$ cat src/hw/rtl/u2u8_pkg.sv
// u2u8_pkg: shared types, constants and a byte-encoding helper for the
// utf-16 to utf-8 encoder; no dependencies
`timescale 1ns / 1ps

package u2u8_pkg;

  localparam int QueueDepth = 2;   // default depth of the front-to-back job queue
  localparam int MaxBytes   = 6;   // most bytes one item can cause
  localparam int ByteCntW   = 3;   // holds 0..MaxBytes

  localparam logic [15:0] HighBase = 16'hD800;
  localparam logic [15:0] LowBase  = 16'hDC00;
  localparam logic [15:0] HighTop  = 16'hDBFF;
  localparam logic [15:0] LowTop   = 16'hDFFF;
  localparam logic [20:0] SuppBase = 21'h10000;

  typedef struct packed {
    logic [15:0] code_unit;
    logic        end_of_string;
  } in_item_t;

  typedef struct packed {
    logic [7:0] out_byte;
    logic       last_byte;
  } out_item_t;

  // one job: the bytes an item causes, index 0 goes out first
  typedef struct packed {
    logic [MaxBytes-1:0][7:0] bytes;
    logic [ByteCntW-1:0]      cnt;
  } job_t;

  function automatic logic [2:0][7:0] enc_three(input logic [15:0] u);
    logic [2:0][7:0] b;
    b[0] = {4'hE, u[15:12]};
    b[1] = {2'b10, u[11:6]};
    b[2] = {2'b10, u[5:0]};
    return b;
  endfunction

endpackage

$ cat src/hw/rtl/u2u8_front.sv
// u2u8_front: accepts code units, tracks a held high surrogate and turns
// each item into a job of up to six bytes; uses u2u8_pkg
`timescale 1ns / 1ps

module u2u8_front import u2u8_pkg::*; (
  input  logic     clk,
  input  logic     rst_n,
  input  logic     in_valid,
  output logic     in_stall,
  input  in_item_t in_data,
  input  logic     q_full,
  output logic     push,
  output job_t     push_job
);

  logic        held_valid_r, held_valid_nxt;
  logic [15:0] held_high_r, held_high_nxt;

  logic            accept;
  logic            is_high, is_low;
  logic [15:0]     u;
  logic [20:0]     cp;
  logic [3:0][7:0] a_bytes;
  logic [2:0]      a_cnt;
  logic [2:0][7:0] b_bytes;
  logic [2:0]      b_cnt;

  assign in_stall = q_full;
  assign accept   = in_valid && !q_full;
  assign u        = in_data.code_unit;
  assign is_high  = (u >= HighBase) && (u <= HighTop);
  assign is_low   = (u >= LowBase) && (u <= LowTop);
  assign cp       = SuppBase + {1'b0, held_high_r[9:0], u[9:0]};

  always_comb begin
    a_bytes        = '0;
    a_cnt          = 3'd0;
    b_bytes        = '0;
    b_cnt          = 3'd0;
    held_valid_nxt = held_valid_r;
    held_high_nxt  = held_high_r;
    if (is_high) begin
      // flush a previous high surrogate, hold the new one unless string ends
      if (held_valid_r) begin
        a_bytes[2:0] = enc_three(held_high_r);
        a_cnt        = 3'd3;
      end
      if (in_data.end_of_string) begin
        b_bytes        = enc_three(u);
        b_cnt          = 3'd3;
        held_valid_nxt = 1'b0;
      end else begin
        held_valid_nxt = 1'b1;
      end
      held_high_nxt = u;
    end else if (held_valid_r && is_low) begin
      // surrogate pair into a four-byte sequence
      a_bytes[0]     = {5'b11110, cp[20:18]};
      a_bytes[1]     = {2'b10, cp[17:12]};
      a_bytes[2]     = {2'b10, cp[11:6]};
      a_bytes[3]     = {2'b10, cp[5:0]};
      a_cnt          = 3'd4;
      held_valid_nxt = 1'b0;
    end else begin
      if (held_valid_r) begin
        a_bytes[2:0] = enc_three(held_high_r);
        a_cnt        = 3'd3;
      end
      held_valid_nxt = 1'b0;
      if (u[15:7] == 9'd0) begin
        b_bytes[0] = u[7:0];
        b_cnt      = 3'd1;
      end else if (u[15:11] == 5'd0) begin
        b_bytes[0] = {3'b110, u[10:6]};
        b_bytes[1] = {2'b10, u[5:0]};
        b_cnt      = 3'd2;
      end else begin
        b_bytes = enc_three(u);
        b_cnt   = 3'd3;
      end
    end
  end

  // pack the two parts back to back
  always_comb begin
    push_job.bytes = '0;
    case (a_cnt)
      3'd3: begin
        push_job.bytes[2:0] = a_bytes[2:0];
        push_job.bytes[5:3] = b_bytes;
      end
      3'd4: begin
        push_job.bytes[3:0] = a_bytes;
      end
      default: begin
        push_job.bytes[2:0] = b_bytes;
      end
    endcase
    push_job.cnt = a_cnt + b_cnt;
  end

  assign push = accept && (push_job.cnt != '0);

  always_ff @(posedge clk) begin
    if (!rst_n) begin
      held_valid_r <= 1'b0;
    end else if (accept) begin
      held_valid_r <= held_valid_nxt;
    end
  end

  always_ff @(posedge clk) begin
    if (accept) begin
      held_high_r <= held_high_nxt;
    end
  end

endmodule

$ cat src/hw/rtl/u2u8_queue.sv
// u2u8_queue: small job queue between front and back
// uses u2u8_pkg for the job type
`timescale 1ns / 1ps

module u2u8_queue import u2u8_pkg::*; #(
  parameter int DEPTH = QueueDepth
) (
  input  logic clk,
  input  logic rst_n,
  input  logic push,
  input  job_t push_job,
  input  logic pop,
  output logic full,
  output logic empty,
  output job_t head_job
);

  localparam int PtrW = (DEPTH > 1) ? $clog2(DEPTH) : 1;
  localparam int CntW = $clog2(DEPTH + 1);

  job_t            mem [DEPTH];
  logic [PtrW-1:0] wr_ptr_r, rd_ptr_r;
  logic [CntW-1:0] cnt_r;
  logic            do_push, do_pop;

  assign full     = (cnt_r == CntW'(DEPTH));
  assign empty    = (cnt_r == '0);
  assign do_push  = push && !full;
  assign do_pop   = pop && !empty;
  assign head_job = mem[rd_ptr_r];

  function automatic logic [PtrW-1:0] wrap_inc(input logic [PtrW-1:0] p);
    return (p == PtrW'(DEPTH - 1)) ? '0 : p + 1'b1;
  endfunction

  always_ff @(posedge clk) begin
    if (do_push) begin
      mem[wr_ptr_r] <= push_job;
    end
  end

  always_ff @(posedge clk) begin
    if (!rst_n) begin
      wr_ptr_r <= '0;
      rd_ptr_r <= '0;
      cnt_r    <= '0;
    end else begin
      if (do_push) wr_ptr_r <= wrap_inc(wr_ptr_r);
      if (do_pop)  rd_ptr_r <= wrap_inc(rd_ptr_r);
      if (do_push && !do_pop) begin
        cnt_r <= cnt_r + 1'b1;
      end else if (do_pop && !do_push) begin
        cnt_r <= cnt_r - 1'b1;
      end
    end
  end

endmodule

$ cat src/hw/rtl/u2u8_back.sv
// u2u8_back: walks the head job one byte per cycle, while out_stall is low, into the output register
// uses u2u8_pkg
`timescale 1ns / 1ps

module u2u8_back import u2u8_pkg::*; (
  input  logic      clk,
  input  logic      rst_n,
  input  logic      empty,
  input  job_t      head_job,
  output logic      pop,
  output logic      out_valid,
  input  logic      out_stall,
  output out_item_t out_data
);

  logic                out_valid_r;
  out_item_t           out_data_r, out_data_nxt;
  logic [ByteCntW-1:0] idx_r;
  logic                load, take, is_last;

  assign load    = !out_valid_r || !out_stall;
  assign take    = load && !empty;
  assign is_last = (idx_r == head_job.cnt - 1'b1);
  assign pop     = take && is_last;

  assign out_data_nxt.out_byte  = head_job.bytes[idx_r];
  assign out_data_nxt.last_byte = is_last;

  always_ff @(posedge clk) begin
    if (!rst_n) begin
      out_valid_r <= 1'b0;
      idx_r       <= '0;
    end else begin
      if (load) out_valid_r <= !empty;
      if (take) idx_r <= is_last ? '0 : idx_r + 1'b1;
    end
  end

  always_ff @(posedge clk) begin
    if (take) out_data_r <= out_data_nxt;
  end

  assign out_valid = out_valid_r;
  assign out_data  = out_data_r;

endmodule

$ cat src/hw/rtl/utf16_to_utf8_encoder.sv
// utf16_to_utf8_encoder: utf-16 code units in, utf-8 bytes out
// path: an accepted item is written into the queue, then its first byte into the output register
// throughput: one byte per cycle while out_stall is low, set by the single-byte output register;
//   each item gives 0 to 6 bytes, 3 for most bmp text
// reset: rst_n synchronous active low, clears held surrogate, queue and output
// depends on u2u8_pkg, u2u8_front, u2u8_queue, u2u8_back
`timescale 1ns / 1ps

module utf16_to_utf8_encoder import u2u8_pkg::*; #(
  parameter int QUEUE_DEPTH = QueueDepth
) (
  input  logic      clk,
  input  logic      rst_n,
  // code unit side
  input  logic      in_valid,
  output logic      in_stall,
  input  in_item_t  in_data,
  // byte side
  output logic      out_valid,
  input  logic      out_stall,
  output out_item_t out_data
);

  // front to queue
  logic push;
  job_t push_job;
  // queue to back
  logic q_full, q_empty, pop;
  job_t head_job;

  // front: classifies the unit, pairs surrogates, builds the byte list
  u2u8_front u_front (
    .clk      (clk),
    .rst_n    (rst_n),
    .in_valid (in_valid),
    .in_stall (in_stall),
    .in_data  (in_data),
    .q_full   (q_full),
    .push     (push),
    .push_job (push_job)
  );

  // queue lets the front take new units while bytes of earlier ones drain
  u2u8_queue #(
    .DEPTH (QUEUE_DEPTH)
  ) u_queue (
    .clk      (clk),
    .rst_n    (rst_n),
    .push     (push),
    .push_job (push_job),
    .pop      (pop),
    .full     (q_full),
    .empty    (q_empty),
    .head_job (head_job)
  );

  // back: serializes each job, marks its final byte
  u2u8_back u_back (
    .clk       (clk),
    .rst_n     (rst_n),
    .empty     (q_empty),
    .head_job  (head_job),
    .pop       (pop),
    .out_valid (out_valid),
    .out_stall (out_stall),
    .out_data  (out_data)
  );

endmodule

$ cat config.mk
export PLATFORM = sky130hd
export DESIGN_NAME = utf16_to_utf8_encoder
export DESIGN_NICKNAME = d
export VERILOG_FILES = /design/src/hw/rtl/u2u8_pkg.sv /design/src/hw/rtl/u2u8_front.sv /design/src/hw/rtl/u2u8_queue.sv /design/src/hw/rtl/u2u8_back.sv /design/src/hw/rtl/utf16_to_utf8_encoder.sv
export SDC_FILE = /design/constraint.sdc
export NUM_CORES = 1
export LEC_CHECK = 0
export BUFFER_PORTS_ARGS = -buffer_cell sky130_fd_sc_hd__buf_2
export CORE_ASPECT_RATIO = 0.5
export CORE_MARGIN = 3
export CORE_UTILIZATION = 46
export CTS_CLUSTER_SIZE = 30
export DETAILED_ROUTE_END_ITERATION = 10
export GPL_TIMING_DRIVEN = 1
export PLACE_DENSITY_LB_ADDON = 0.1
export SLEW_MARGIN = 10
export SYNTH_ARGS = -nofsm -noshare
export SYNTH_HDL_FRONTEND = slang
export SYNTH_SLANG_ARGS = --single-unit
$ cat constraint.sdc
create_clock -name clk -period 6.3 [get_ports clk]
set_input_delay 0.315 -clock clk [delete_from_list [all_inputs] [get_ports clk]]
set_output_delay 0.315 -clock clk [all_outputs]
set_load 0.05 [all_outputs]
; Yosys cells after proc, flatten, opt, wreduce, memory -nomap -nowiden
; Memories as Yosys holds them, arrays and structs flattened. A register that Yosys moved wholly into a read port is not among the register bits.
; Cells that the tools add are included.
[totals]
ramBits = 102
ff_bits = 34
mem_count = 1
input_bits = 21
[classes]
reduce_logical = 25
n_eq_ne = 4
n_addsub = 8
n_mux = 36
order_cmp = 5
[memory_table]
columns = memory, words, width, read_ports, rd_clocked_by_memory_dff, write_ports, line_no
row1 = u_queue.mem, 2, 51, 1, 1, 1, u2u8_queue.sv:21  ; job_t mem [DEPTH];
[op_table]
columns = op, n
row1 = $mux W24, 7
row2 = $mux W8, 5
row3 = $ge A16 B16 Y1 const B, 2
row4 = $le A16 B16 Y1 const B, 2
row5 = $mux W16, 2
row6 = $bmux W8 S3, 1
row7 = $add A17 B20 Y21 const A, 1
row8 = $mux W3, 6
row9 = $pmux W8 S2, 1
row10 = $mux W14, 1
row11 = $logic_and A1 B1 Y1, 11
row12 = $logic_not A9 Y1, 1
row13 = $mux W1, 9
row14 = $mux W2, 4
row15 = $logic_not A1 Y1, 6
row16 = $logic_not A5 Y1, 1
row17 = $lt A3 B4 Y1 const B, 1
row18 = $add A3 B1 Y3 const B, 1
row19 = $add A3 B3 Y3, 1
row20 = $eq A3 B2 Y1 const B, 1
row21 = $eq A3 B3 Y1, 1
row22 = $eq A3 B3 Y1 const B, 1
row23 = $reduce_bool A3 Y1, 1
row24 = $sub A3 B1 Y3 const B, 1
row25 = other kinds (9), 10

; Depth between registers and ports, before layout
[depth]
word_depth = 13
depth_mapped = 13

; Cells and area by module
; From an unflattened synthesis, not the netlist that was laid out.
[hier_totals]
cells_unflattened = 463
hier_area_um2 = 6525.0
[by_module_without_submodules]
columns = mod, n_inst, area_per_inst_um2, cells_per_inst
row1 = u2u8_queue, 1, 3901.2, 184
row2 = u2u8_front, 1, 1681.6, 206
row3 = u2u8_back, 1, 942.2, 73

; Least setup slack after synthesis
; OpenSTA, ideal clock, no wires.
[synth_path]
path_type = input -> register
from = in in_data[14] (netlist bit)
to = mem u_queue.mem[1][0] (netlist bit), enable pin
path_stages = 10
arrival_time_ns = 3.680
path_slack_ns = 2.210
path_buffers = 2
path_cell_list = and3b_1 > nand3_1 > buf_2 > buf_2 > and2_1 > ha_1 > fa_1 > or3_1 > a31oi_1 > and2_1
[synth_between]
elab_chain_cells = 11
[synth_lines]
columns = element, line_no
row1 = start: declaration, utf16_to_utf8_encoder.sv:17  ; input in_item_t in_data,
row2 = "$ge A16 B16 Y1, or another cell as far along", u2u8_front.sv:32  ; assign is_low = (u >= LowBase) && (u <= LowTop);
row3 = $logic_and A1 B1 Y1 / $mux W1 (equally long branches), "u2u8_front.sv:32, u2u8_front.sv:73"
row4 = $logic_and A1 B1 Y1 / $mux W3 (equally long branches), "u2u8_front.sv:56, u2u8_front.sv:70"
row5 = $mux W3, u2u8_front.sv:56  ; end else if (held_valid_r && is_low) begin
row6 = $mux W3, u2u8_front.sv:42  ; if (is_high) begin
row7 = $add A3 B3 Y3 (*), u2u8_front.sv:99  ; push_job.cnt = a_cnt + b_cnt;
row8 = $reduce_bool A3 Y1 (*), u2u8_front.sv:102  ; assign push = accept && (push_job.cnt != '0);
row9 = $logic_and A1 B1 Y1 (*), u2u8_front.sv:102
row10 = $logic_and A1 B1 Y1 (*), u2u8_queue.sv:28  ; assign do_push = push && !full;
row11 = via u_queue.do_push, u2u8_queue.sv:24  ; logic do_push, do_pop;
row12 = $mux W1 (*), u2u8_queue.sv:37  ; if (do_push) begin
row13 = $mux W1 (implied by the code) (*), u2u8_queue.sv:38  ; mem[wr_ptr_r] <= push_job;
row14 = end: declaration, u2u8_queue.sv:21
; Mark *: on every way through the listed nets, which the timed path passes. The rest lies on a longest branch.

; Worst setup path after layout
[layout_path]
from = in in_data[15] (netlist bit)
to = mem u_queue.mem[0][19] (netlist bit), enable pin
; The elaborated chain is that of the path after synthesis.

==> results.toml <==
[logic_synthesis]
synthArstFlopShare = 0
synth_ff_type = "edfxtp_1"
synth_top_area_frac = 0.602
synth_top_area_cell = "edfxtp_1"
ys_ff_latch = 129
syn_nets = 435
synthCells = 405
ys_seq_area_frac = 0.636
synthTopCellsByArea = "edfxtp_1, mux4_2, mux2i_1, dfxtp_1, ha_1"
synth_area_um2 = 5930
ys_types = 58
yosysWarnings = 0
synth_enable_flop_cells = 119
synth_area_per_cell_um2 = 14.7

[clock_tree]
clock-sinks = 129
cts_buffer_depth = 2
post_cts_buffers = 0
cts_max_level = 4
cts_buffers = 17
postCtsHoldBufs = 0
cts_root_buf = "clkbuf_16"
cts_resized = 0
cts_tree = "yes"
clk_pin_slew_ns = 0.06
clk-insertion-delay-late_ns = 0.41

[route]
wirelength_um = 13500
ant_nets = 0
drtPass1Iterations = 5
remaining_drc_errors = 0
first_iter_violations = 449
wire_per_inst_um = 22.0
viasPerCell = 6.01
vias = 3692

[sta]
setup_viol = 0
fin_worst_hold_slack_ns = 0.149
drv_slew = 0
fmax_ghz = 0.226
max-slew-margin-rel = 0.221
finalCritPeriodShare = 0.703
grt_setup_unrepaired = "no"
tns_ns = 0
fin_skew_ns = 0.0101
hold_viol_final = 0
tightestPinTransition_ns = 1.17
period_needed_ns = 4.43

[place]
hpwl_um = 9160
dpl_cell_area_um2 = 6220
portBuffers = 31
gp_congestion = 0.867

[setup_path]
cp_data_required_time_ns = 6.32
path_class = "in -> reg"
start_kind = "primary input"
cp_data_arrival_time_ns = 4.45
cp_max_fo = 48
critPathCaptureType = "register"

[global_route]
grt_max_degree = 49
grt_overflow = 0
track_usage = 0.200
grt_pass1_vias = 3678
antenna_found_initial = 0
grt_pass1_wl_um = 21200

[final_layout]
layout.nets = 466
final_common_cell = "edfxtp_1"
drive_gt1_frac = 0.223
stdcell_area_um2 = 6820
diodes = 0
final_cell_mix = "edfxtp_1, buf_2, mux2i_1, nor2_1, mux4_2"
syn_to_final_growth_pct = 14.9

[flow_run]
drv_cap = 0

[floorplanning]
pin_count = 32
die_area_um2 = 14400
die_y_um = 86.3
initial_core_util = 0.487
num_rows = 28
core-area_um2 = 12200
die-width_um = 167

[power_and_ir_drop]
vdd_drop_max_mv = 0.209
power_density_nw_per_um2 = 385
power_leakage_nw = 2.36

[outcome]
outcome = "finished, final reports clean"

[worst_hold_path]
hp-class = "in -> reg"
layout make-up:
type / count / area (µm²)
Clock buffer: 18 / 429
Clock inverter: 14 / 166
Fill cell: 956 / 5370
Inverter: 13 / 48.8
Multi-Input combinational cell: 241 / 2020
Sequential cell: 129 / 3770
Tap cell: 165 / 206
Timing Repair Buffer: 34 / 178
synthesized netlist by cell type, types with 4 or more instances:
cell type and instances:
a21oi_1 10, edfxtp_1 119, and2_1 10, nand4_1 4
xor2_1 4, o2bb2ai_1 7, nand3_1 14, mux4_2 21
nor2_1 21, xnor2_1 6, nor3_1 4, inv_1 12
buf_2 8, o22ai_1 7, mux2i_1 22, ha_1 8
a22oi_1 5, nand2_1 17, nor2b_1 9, o211ai_1 6
dfxtp_1 10, o21ai_0 8, nand2b_1 7, clkbuf_1 10
and3_1 10, a31oi_1 4
cells by family after synthesis:
family	share of synthesized area
DFF	0.636
adders and majority gates	0.0202
AOI/OAI and AO/OA	0.0820
buffers and inverters	0.0257
and+or+nand+nor	0.101
muxes	0.121
xor gates and xnor gates	0.0148
metrics by stage:
step,util,instances,total power [mW],setup slack (ns)
floorplan,-,405,1.52,2.21
global placement,0.510,582,1.65,1.73
detailed placement,0.510,582,1.66,1.56
CTS,0.559,614,2.63,1.94
global route,0.559,614,2.73,1.56
finish,0.559,614,2.63,1.87
power breakdown:
group | internal (mW) | switching (mW) | total [mW]
clock network | 0.620 | 0.364 | 0.984
registers | 1.09 | 0.0601 | 1.15
logic | 0.170 | 0.322 | 0.492
total | 1.88 | 0.746 | 2.63
sequential cells by signal, indices dropped and copies added (netlist names), 2 cells and up, named ones only:
name	cells
u_back.out_data	9
u_queue.cnt_r	2
u_front.held_high_r	16
u_back.idx_r	3
u_queue.mem	94
worst max-delay path, stage by stage:
cell and delay (ns):
buf_2 0.14, nor4_4 0.32, nand2_1 0.15, nor2_1 0.68
o21ai_0 0.34, ha_1 0.30, fa_1 0.37, or3_1 0.39
a31oi_1 0.40, and2b_2 1.01
worst paths after layout:
check / start / endpoint / slack [ns] / cells past startpoint
worst max-delay path: in_data[15] / u_queue.mem[0][19] / 1.87 / 10
worst min register to register: u_back.out_valid / u_back.out_valid / 0.48 / 2
worst min-delay path: in_data[16] / u_front.held_high_r[15] / 0.15 / 1
worst max register to register: u_front.held_valid_r / u_queue.mem[0][19] / 2.15 / 8
layer usage:
layer	global-route usage	part of all wire
met1	0.308	0.49
met2	0.275	0.41
met3	0.0620	0.093
met4	0.0501	0.0065
met5	0	0
Power figures use the tool's default switching activity.
